### src/design/hec_pkg.sv
package hec_pkg;

    localparam int MAX_DATA_BITS = 57;
    localparam int MAX_CODE_BITS = 63;
    localparam int CFG_W         = 6;
    localparam int POS_W         = 6;
    localparam int MAX_PARITY    = 6;

    typedef enum logic
    {
        FUNC_ENCODE = 1'b0,
        FUNC_CHECK  = 1'b1
    } func_t;

    typedef struct packed
    {
        logic [MAX_CODE_BITS-1:0] code_out;
        logic [POS_W-1:0]         error_position;
        logic                     error_found;
        logic                     beyond_length;
    } result_t;

    // Code length n = m + r for a raw data_bits value (clamped to 1..57).
    function automatic logic [POS_W-1:0] code_len(input logic [CFG_W-1:0] bits);
        logic [CFG_W-1:0] m;
        logic [3:0]       r;
        logic [7:0]       lim;
        m = bits;
        if (m == '0)
        begin
            m = CFG_W'(1);
        end
        if (m > CFG_W'(MAX_DATA_BITS))
        begin
            m = CFG_W'(MAX_DATA_BITS);
        end
        r = '0;
        for (int i = 0; i < 7; i++)
        begin
            lim = 8'(m) + 8'(r) + 8'd1;
            if ((8'd1 << r) < lim)
            begin
                r = r + 4'd1;
            end
        end
        return POS_W'(7'(m) + 7'(r));
    endfunction

    // Bits 0..n-1 set.
    function automatic logic [MAX_CODE_BITS-1:0] len_mask(input logic [POS_W-1:0] n);
        logic [MAX_CODE_BITS-1:0] mask;
        for (int k = 0; k < MAX_CODE_BITS; k++)
        begin
            mask[k] = (k < int'(n));
        end
        return mask;
    endfunction

    // Data bits go in order to the positions that are not powers of two.
    function automatic logic [MAX_CODE_BITS-1:0] scatter(input logic [MAX_DATA_BITS-1:0] d);
        logic [MAX_CODE_BITS-1:0] w;
        int                       j;
        w = '0;
        j = 0;
        for (int k = 1; k <= MAX_CODE_BITS; k++)
        begin
            if ((k & (k - 1)) != 0)
            begin
                w[k-1] = d[j];
                j++;
            end
        end
        return w;
    endfunction

    // Syndrome bit i = parity of all positions whose index has bit i set.
    function automatic logic [POS_W-1:0] syndrome(input logic [MAX_CODE_BITS-1:0] w);
        logic [POS_W-1:0] s;
        s = '0;
        for (int k = 1; k <= MAX_CODE_BITS; k++)
        begin
            for (int i = 0; i < POS_W; i++)
            begin
                if (((k >> i) & 1) != 0)
                begin
                    s[i] = s[i] ^ w[k-1];
                end
            end
        end
        return s;
    endfunction

endpackage

### src/design/hec_if.sv
interface hec_cmd_if;
    logic                               valid;
    logic                               ready;
    logic                               func;
    logic [hec_pkg::MAX_DATA_BITS-1:0]  data_word;
    logic [hec_pkg::MAX_CODE_BITS-1:0]  code_word;

    modport source (output valid, func, data_word, code_word, input ready);
    modport sink   (input valid, func, data_word, code_word, output ready);
endinterface

interface hec_rsp_if;
    logic                               valid;
    logic                               ready;
    logic [hec_pkg::MAX_CODE_BITS-1:0]  code_out;
    logic [hec_pkg::POS_W-1:0]          error_position;
    logic                               error_found;
    logic                               beyond_length;

    modport source (output valid, code_out, error_position, error_found, beyond_length,
                    input ready);
    modport sink   (input valid, code_out, error_position, error_found, beyond_length,
                    output ready);
endinterface

### src/design/hamming_encode_correct_unit.sv
// Hamming single-error-correcting encoder / checker.
//
// cmd channel: valid/ready with func, data_word, code_word. func = encode
//   builds a code word from data_word; func = check recomputes the
//   syndrome of code_word, corrects one bit (unless the syndrome points past the code length) and reports the syndrome.
// rsp channel: valid/ready with code_out, error_position, error_found,
//   beyond_length. Exactly one result per cmd transfer, in order.
// cfg: cfg_wr_en / cfg_wr_data set the data width m (1..57, out-of-range
//   values clamp). The code length n and its mask are computed at write
//   time; write only while the block is idle.
// Path: a cmd word passes the input register, the XOR trees and the result
//   register before rsp valid rises. Throughput: one transfer per cycle
//   while rsp.ready stays high; the encode and check XOR trees sit side
//   by side between the two registers.
// Stall: when rsp is held off, the result register keeps its word and the
//   input register can still take one more transfer; cmd.ready drops
//   only while both registers are full and rsp.ready is low.
// Reset: both stages empty, m = 4 (n = 7).
module hamming_encode_correct_unit
(
    input  logic                      clk,
    input  logic                      rst_n,
    input  logic                      cfg_wr_en,
    input  logic [hec_pkg::CFG_W-1:0] cfg_wr_data,
    hec_cmd_if.sink                   cmd,
    hec_rsp_if.source                 rsp
);

    // Configuration: only the derived code length and mask are kept.
    logic [hec_pkg::POS_W-1:0]         n_reg;
    logic [hec_pkg::MAX_CODE_BITS-1:0] mask_reg;
    logic [hec_pkg::POS_W-1:0]         n_next;

    // Input stage.
    logic                              s1_valid_reg;
    logic                              s1_func_reg;
    logic [hec_pkg::MAX_DATA_BITS-1:0] s1_data_reg;
    logic [hec_pkg::MAX_CODE_BITS-1:0] s1_code_reg;

    // Result stage.
    logic                              rsp_valid_reg;
    hec_pkg::result_t                  rsp_reg;
    hec_pkg::result_t                  result_next;

    logic                              s1_advance;
    logic                              cmd_take;

    assign n_next = hec_pkg::code_len(cfg_wr_data);

    always_ff @(posedge clk or negedge rst_n)
    begin
        if (!rst_n)
        begin
            n_reg    <= hec_pkg::POS_W'(7);
            mask_reg <= hec_pkg::len_mask(hec_pkg::POS_W'(7));
        end
        else if (cfg_wr_en)
        begin
            n_reg    <= n_next;
            mask_reg <= hec_pkg::len_mask(n_next);
        end
    end

    // Result register frees when empty or when its word transfers.
    assign s1_advance = !rsp_valid_reg || rsp.ready;
    assign cmd_take   = cmd.valid && cmd.ready;
    assign cmd.ready  = !s1_valid_reg || s1_advance;

    always_ff @(posedge clk or negedge rst_n)
    begin
        if (!rst_n)
        begin
            s1_valid_reg <= 1'b0;
        end
        else if (cmd.ready)
        begin
            s1_valid_reg <= cmd.valid;
        end
    end

    always_ff @(posedge clk)
    begin
        if (cmd_take)
        begin
            s1_func_reg <= cmd.func;
            s1_data_reg <= cmd.data_word;
            s1_code_reg <= cmd.code_word;
        end
    end

    hec_core u_core
    (
        .func      (s1_func_reg),
        .data_word (s1_data_reg),
        .code_word (s1_code_reg),
        .code_len  (n_reg),
        .code_mask (mask_reg),
        .result    (result_next)
    );

    always_ff @(posedge clk or negedge rst_n)
    begin
        if (!rst_n)
        begin
            rsp_valid_reg <= 1'b0;
        end
        else if (s1_advance)
        begin
            rsp_valid_reg <= s1_valid_reg;
        end
    end

    always_ff @(posedge clk)
    begin
        if (s1_advance && s1_valid_reg)
        begin
            rsp_reg <= result_next;
        end
    end

    assign rsp.valid          = rsp_valid_reg;
    assign rsp.code_out       = rsp_reg.code_out;
    assign rsp.error_position = rsp_reg.error_position;
    assign rsp.error_found    = rsp_reg.error_found;
    assign rsp.beyond_length  = rsp_reg.beyond_length;

    // Flag consistency against the syndrome and the configured length.
    a_found_matches_pos: assert property (@(posedge clk) disable iff (!rst_n)
        rsp_valid_reg |-> (rsp_reg.error_found == (rsp_reg.error_position != '0)))
        else $error("error_found disagrees with error_position");

    a_beyond_matches_len: assert property (@(posedge clk) disable iff (!rst_n)
        rsp_valid_reg |-> (rsp_reg.beyond_length == (rsp_reg.error_position > n_reg)))
        else $error("beyond_length disagrees with code length");

    a_no_bits_past_len: assert property (@(posedge clk) disable iff (!rst_n)
        rsp_valid_reg |-> ((rsp_reg.code_out & ~mask_reg) == '0))
        else $error("code_out has bits past the code length");

    a_backpressure: assert property (@(posedge clk) disable iff (!rst_n)
        (s1_valid_reg && rsp_valid_reg && !rsp.ready) |-> !cmd.ready)
        else $error("cmd accepted while both stages are full");

    a_stage_moves: assert property (@(posedge clk) disable iff (!rst_n)
        (s1_valid_reg && s1_advance) |=> rsp_valid_reg)
        else $error("input stage word lost on advance");

endmodule

### src/design/hec_core.sv
module hec_core
(
    input  logic                              func,
    input  logic [hec_pkg::MAX_DATA_BITS-1:0] data_word,
    input  logic [hec_pkg::MAX_CODE_BITS-1:0] code_word,
    input  logic [hec_pkg::POS_W-1:0]         code_len,
    input  logic [hec_pkg::MAX_CODE_BITS-1:0] code_mask,
    output hec_pkg::result_t                  result
);

    logic [hec_pkg::MAX_CODE_BITS-1:0] placed;
    logic [hec_pkg::POS_W-1:0]         enc_par;
    logic [hec_pkg::MAX_CODE_BITS-1:0] enc_word;
    logic [hec_pkg::MAX_CODE_BITS-1:0] rx_word;
    logic [hec_pkg::POS_W-1:0]         synd;
    logic                              beyond;
    logic [hec_pkg::MAX_CODE_BITS-1:0] flip;

    // Encode: parity slots are still zero, so the syndrome is the parity.
    always_comb
    begin
        placed   = hec_pkg::scatter(data_word) & code_mask;
        enc_par  = hec_pkg::syndrome(placed);
        enc_word = placed;
        for (int i = 0; i < hec_pkg::MAX_PARITY; i++)
        begin
            enc_word[(1 << i) - 1] = enc_par[i];
        end
    end

    // Check: flip the addressed position unless it lies past the code.
    always_comb
    begin
        rx_word = code_word & code_mask;
        synd    = hec_pkg::syndrome(rx_word);
        beyond  = (synd > code_len);
        flip    = '0;
        if (synd != '0 && !beyond)
        begin
            flip = hec_pkg::MAX_CODE_BITS'(1) << (synd - hec_pkg::POS_W'(1));
        end
    end

    always_comb
    begin
        if (func == hec_pkg::FUNC_CHECK)
        begin
            result.code_out       = rx_word ^ flip;
            result.error_position = synd;
            result.error_found    = (synd != '0);
            result.beyond_length  = beyond;
        end
        else
        begin
            result.code_out       = enc_word;
            result.error_position = '0;
            result.error_found    = 1'b0;
            result.beyond_length  = 1'b0;
        end
    end

endmodule
### src/flat_wrapper.sv
// flat-port wrapper written by rule: the top's interface ports become plain ports
module hamming_encode_correct_unit_flat 
  (clk, rst_n, cfg_wr_en, cfg_wr_data, cmd_valid, cmd_func, cmd_data_word, cmd_code_word, cmd_ready, rsp_valid, rsp_code_out, rsp_error_position, rsp_error_found, rsp_beyond_length, rsp_ready);
  hec_cmd_if cmd_i ();
  hec_rsp_if rsp_i ();
  input  logic clk;
  input  logic rst_n;
  input  logic cfg_wr_en;
  input  logic [hec_pkg::CFG_W-1:0] cfg_wr_data;
  input wire logic [$bits(cmd_i.valid)-1:0] cmd_valid;
  input wire logic [$bits(cmd_i.func)-1:0] cmd_func;
  input wire logic [$bits(cmd_i.data_word)-1:0] cmd_data_word;
  input wire logic [$bits(cmd_i.code_word)-1:0] cmd_code_word;
  output wire logic [$bits(cmd_i.ready)-1:0] cmd_ready;
  output wire logic [$bits(rsp_i.valid)-1:0] rsp_valid;
  output wire logic [$bits(rsp_i.code_out)-1:0] rsp_code_out;
  output wire logic [$bits(rsp_i.error_position)-1:0] rsp_error_position;
  output wire logic [$bits(rsp_i.error_found)-1:0] rsp_error_found;
  output wire logic [$bits(rsp_i.beyond_length)-1:0] rsp_beyond_length;
  input wire logic [$bits(rsp_i.ready)-1:0] rsp_ready;
  assign cmd_i.valid = cmd_valid;
  assign cmd_i.func = cmd_func;
  assign cmd_i.data_word = cmd_data_word;
  assign cmd_i.code_word = cmd_code_word;
  assign cmd_ready = cmd_i.ready;
  assign rsp_valid = rsp_i.valid;
  assign rsp_code_out = rsp_i.code_out;
  assign rsp_error_position = rsp_i.error_position;
  assign rsp_error_found = rsp_i.error_found;
  assign rsp_beyond_length = rsp_i.beyond_length;
  assign rsp_i.ready = rsp_ready;
  hamming_encode_correct_unit u_core (.clk(clk), .rst_n(rst_n), .cfg_wr_en(cfg_wr_en), .cfg_wr_data(cfg_wr_data), .cmd(cmd_i), .rsp(rsp_i));
endmodule
### config.mk
export PLATFORM = sky130hd
export DESIGN_NAME = hamming_encode_correct_unit_flat
export DESIGN_NICKNAME = d
export VERILOG_FILES = /design/src/design/hec_pkg.sv /design/src/design/hec_if.sv /design/src/design/hamming_encode_correct_unit.sv /design/src/design/hec_core.sv /design/src/flat_wrapper.sv
export SDC_FILE = /design/constraint.sdc
export NUM_CORES = 1
export LEC_CHECK = 0
export BUFFER_PORTS_ARGS = -buffer_cell sky130_fd_sc_hd__buf_2
export CORE_ASPECT_RATIO = 1.75
export CORE_MARGIN = 5
export CORE_UTILIZATION = 40
export CTS_CLUSTER_SIZE = 8
export DETAILED_ROUTE_END_ITERATION = 8
export GPL_TIMING_DRIVEN = 0
export PLACE_DENSITY = 0.6
export SYNTH_ARGS = -nofsm -noshare
export SYNTH_HDL_FRONTEND = slang
export SYNTH_SLANG_ARGS = --single-unit
### constraint.sdc
create_clock -name clk -period 6.3 [get_ports clk]
set_clock_uncertainty 0.15 [all_clocks]
set_input_delay 1.26 -clock clk [delete_from_list [all_inputs] [get_ports clk]]
set_output_delay 1.26 -clock clk [all_outputs]
set_load 0.01 [all_outputs]
==> impl_metrics.json <==
{
  "whs_ns": 0.346,
  "antenna_found_initial": 1,
  "dp_slack_ns": -16.92,
  "synth_largest_area_cell": "edfxtp_1",
  "cpMostUsedCell": "ha_4",
  "post-dp-hpwl_um": 52800,
  "cts.sinks": 262,
  "core_area_um2": 42300,
  "cts_buffer_depth": 3,
  "r2r-end": "u_core.rsp.code_out[34]",
  "synth_area_um2": 17000,
  "setup_viol_count_final": 68,
  "grt_start_max_net_pins": 68,
  "synth.distinct_cells": 97,
  "reg2reg_from": "u_core.s1_code_reg[38]",
  "cp-start-kind": "input port",
  "arrival_ns": 20.81,
  "synth_top_area_frac": 0.340,
  "clkSlewWorstSetupHoldPaths_ns": 0.05,
  "status": "finished, violations left",
  "timing.final.ws_setup_ns": -14.22,
  "syn2layout_area_growth_pct": 32.0,
  "synth_area_leaders": "edfxtp_1 34%, xnor2_1 9.2%, dfrtp_1 8.8%",
  "ioPinCount": 205,
  "rsz0062_at_grt": "yes",
  "yosysWarnings": 0,
  "cpPeakStageDelay_ns": 0.62,
  "post_drt_wl_per_cell_um": 27.2,
  "cts_max_level": 2,
  "fin_crit_sh": 3.26,
  "endpoint": "u_core.mask_reg[36]",
  "use_met1": 0.268,
  "final_common_cell": "buf_2",
  "rrSetupSlack_ns": 0.25,
  "avgViaCountPerCell": 5.70,
  "use_met2": 0.546,
  "wirelength_um": 69700,
  "period_minus_slack_ns": 20.52,
  "drive_gt1_frac": 0.314,
  "rows": 100,
  "synth_edf_count": 192,
  "crit_required_ns": 6.59,
  "drt_pass1_iterations": 5,
  "crit_family": "compound AO/OA/AOI/OAI gates",
  "die_x_um": 166,
  "cpMaxStageDelayCell": "or4_4",
  "maxCapViolations": 0,
  "gp_congestion": 1.01,
  "mostFrequentLayoutCells": "206 x buf_2, 205 x nand2_1, 192 x edfxtp_1",
  "reg2reg_depth": 20,
  "grt.total_usage": 0.287,
  "top_usage_layer": "met2",
  "fmax_mhz": 48.7,
  "slew-limit-headroom": 0.171,
  "syn_avg_cell_area_um2": 10.5,
  "cts_root_buf": "clkbuf_16",
  "tritoncts": "built",
  "async_flop_share": 0.267,
  "grtUsageMet3": 0.0415,
  "cts_buffers": 38,
  "drtAntennaViolNets": 0,
  "worst-path-stages": 99,
  "yosys_most_used_dff": "edfxtp_1",
  "end_kind": "flop",
  "overflow": 0,
  "drc": 0,
  "io_buffers": 200,
  "critPathLaunch": "cfg_wr_data[5]",
  "worst_skew_pair.late_latency_ns": 0.53,
  "dieArea_um2": 46800,
  "drtIter0Drc": 1054,
  "ys_seq_area_frac": 0.443,
  "start_util": 0.402,
  "critical_path.max_fanout": 4,
  "die_h_um": 283,
  "first_global_vias": 15300,
  "tightest_slew_ns": 1.24,
  "hold_viol": 0,
  "grt_pass1_wl_um": 98500,
  "final_util": 0.530,
  "synth_cells": 1621,
  "synth-seq-cells": 262,
  "final_max_slew_viol_count": 0,
  "failed_checks": "negative setup slack",
  "cp_num_buf_inv": 6,
  "path_class": "in2reg",
  "hp-class": "reg2reg",
  "vias": 14600,
  "fill_cells": 3900,
  "fin_nets": 2202
}
## worst register-to-register path: cells and delay by family, from the launching register on
kind	cells	cell delay, ns
adders and majority gates	1	0.35
and+or+nand+nor	3	0.72
buffers and inverters	3	0.88
AOI/OAI and AO/OA	7	1.28
DFF	1	0.42
xor gates and xnor gates	5	1.55
muxes	1	0.43
## cell families (layout without fill, tap and decap cells)
logic type      count (synthesis)  count (layout)  share of synthesized area
fa+ha+maj                      98              98                     0.0749
buf+inv                       127             506                     0.0295
mux                            31              31                     0.0207
simple gates                  503             503                      0.148
flops                         262             262                      0.443
xor+xnor                      256             256                      0.150
compound gates                342             342                      0.133
other cells                     2               5                   0.000442
## area by class of cell
| type | count | area (um^2) | area share |
|---|---|---|---|
| diodes | 1 | 2.50 | 0.000112 |
| well taps | 561 | 702 | 0.0313 |
| clock buffers | 70 | 1140 | 0.0511 |
| flip-flops and latches | 262 | 7530 | 0.336 |
| multi-input cells | 1234 | 10300 | 0.460 |
| repair buffers | 312 | 2060 | 0.0920 |
| plain buffers | 55 | 384 | 0.0171 |
| inverters | 69 | 282 | 0.0126 |
## how the worst min path moves through the flow
stage / from / end / slack (ns) / cells after the start
global route: u_core.s1_valid_reg / u_core.rsp.valid / 0.37 / 1
detailed placement: u_core.s1_valid_reg / u_core.rsp.valid / 0.34 / 1
global placement: u_core.s1_valid_reg / u_core.rsp.valid / 0.31 / 1
finish: u_core.s1_valid_reg / u_core.rsp.valid / 0.35 / 1
floorplan: u_core.s1_valid_reg / u_core.rsp.valid / 0.30 / 1
CTS: u_core.s1_valid_reg / u_core.rsp.valid / 0.35 / 1
## stage by stage
| step | TNS (ns) | cells | cell area [um^2] |
|---|---|---|---|
| global placement | -1061.81 | 2384 | 19300 |
| detailed placement | -1089.61 | 2387 | 19400 |
| CTS | -931.29 | 2537 | 22000 |
| finish | -954.05 | 2564 | 22400 |
| global route | -1003.65 | 2563 | 22400 |
| floorplan | -888.50 | 1623 | 17600 |
## routing by layer
layer	part of all wire	vias to the layer above
met5	0	-
met3	0.057	292
met1	0.31	7039
met4	0.10	0
li1	-	6535
met2	0.53	742
## synthesized netlist by cell type, types with 9 or more instances
| cell type | instances |
|---|---|
| a211oi_1 | 13 |
| a21o_1 | 25 |
| a21oi_1 | 80 |
| a31oi_1 | 17 |
| and2_1 | 21 |
| and3_1 | 23 |
| buf_2 | 11 |
| clkbuf_1 | 38 |
| dfrtp_1 | 60 |
| dfstp_2 | 10 |
| edfxtp_1 | 192 |
| ha_1 | 92 |
| inv_1 | 63 |
| mux2_2 | 13 |
| mux2i_1 | 14 |
| nand2_1 | 215 |
| nand2b_1 | 9 |
| nand3_1 | 46 |
| nand4_1 | 13 |
| nor2_1 | 79 |
| nor2b_1 | 25 |
| nor3_1 | 18 |
| o211ai_1 | 21 |
| o21ai_0 | 78 |
| o2bb2ai_1 | 17 |
| xnor2_1 | 179 |
| xnor3_1 | 19 |
| xor2_1 | 55 |
## timing repair
action | 4_1_cts | 5_1_grt
cloned | 2 | 0
setup endpoints to repair | 74 | 88
pin swaps | 102 | 89
setup buffers | 81 | 29
hold buffers | 0 | 0
resized for setup | 158 | 59
Power is not shown: default switching activity piles up to over one toggle a cycle in this logic, so the estimate is an artifact.
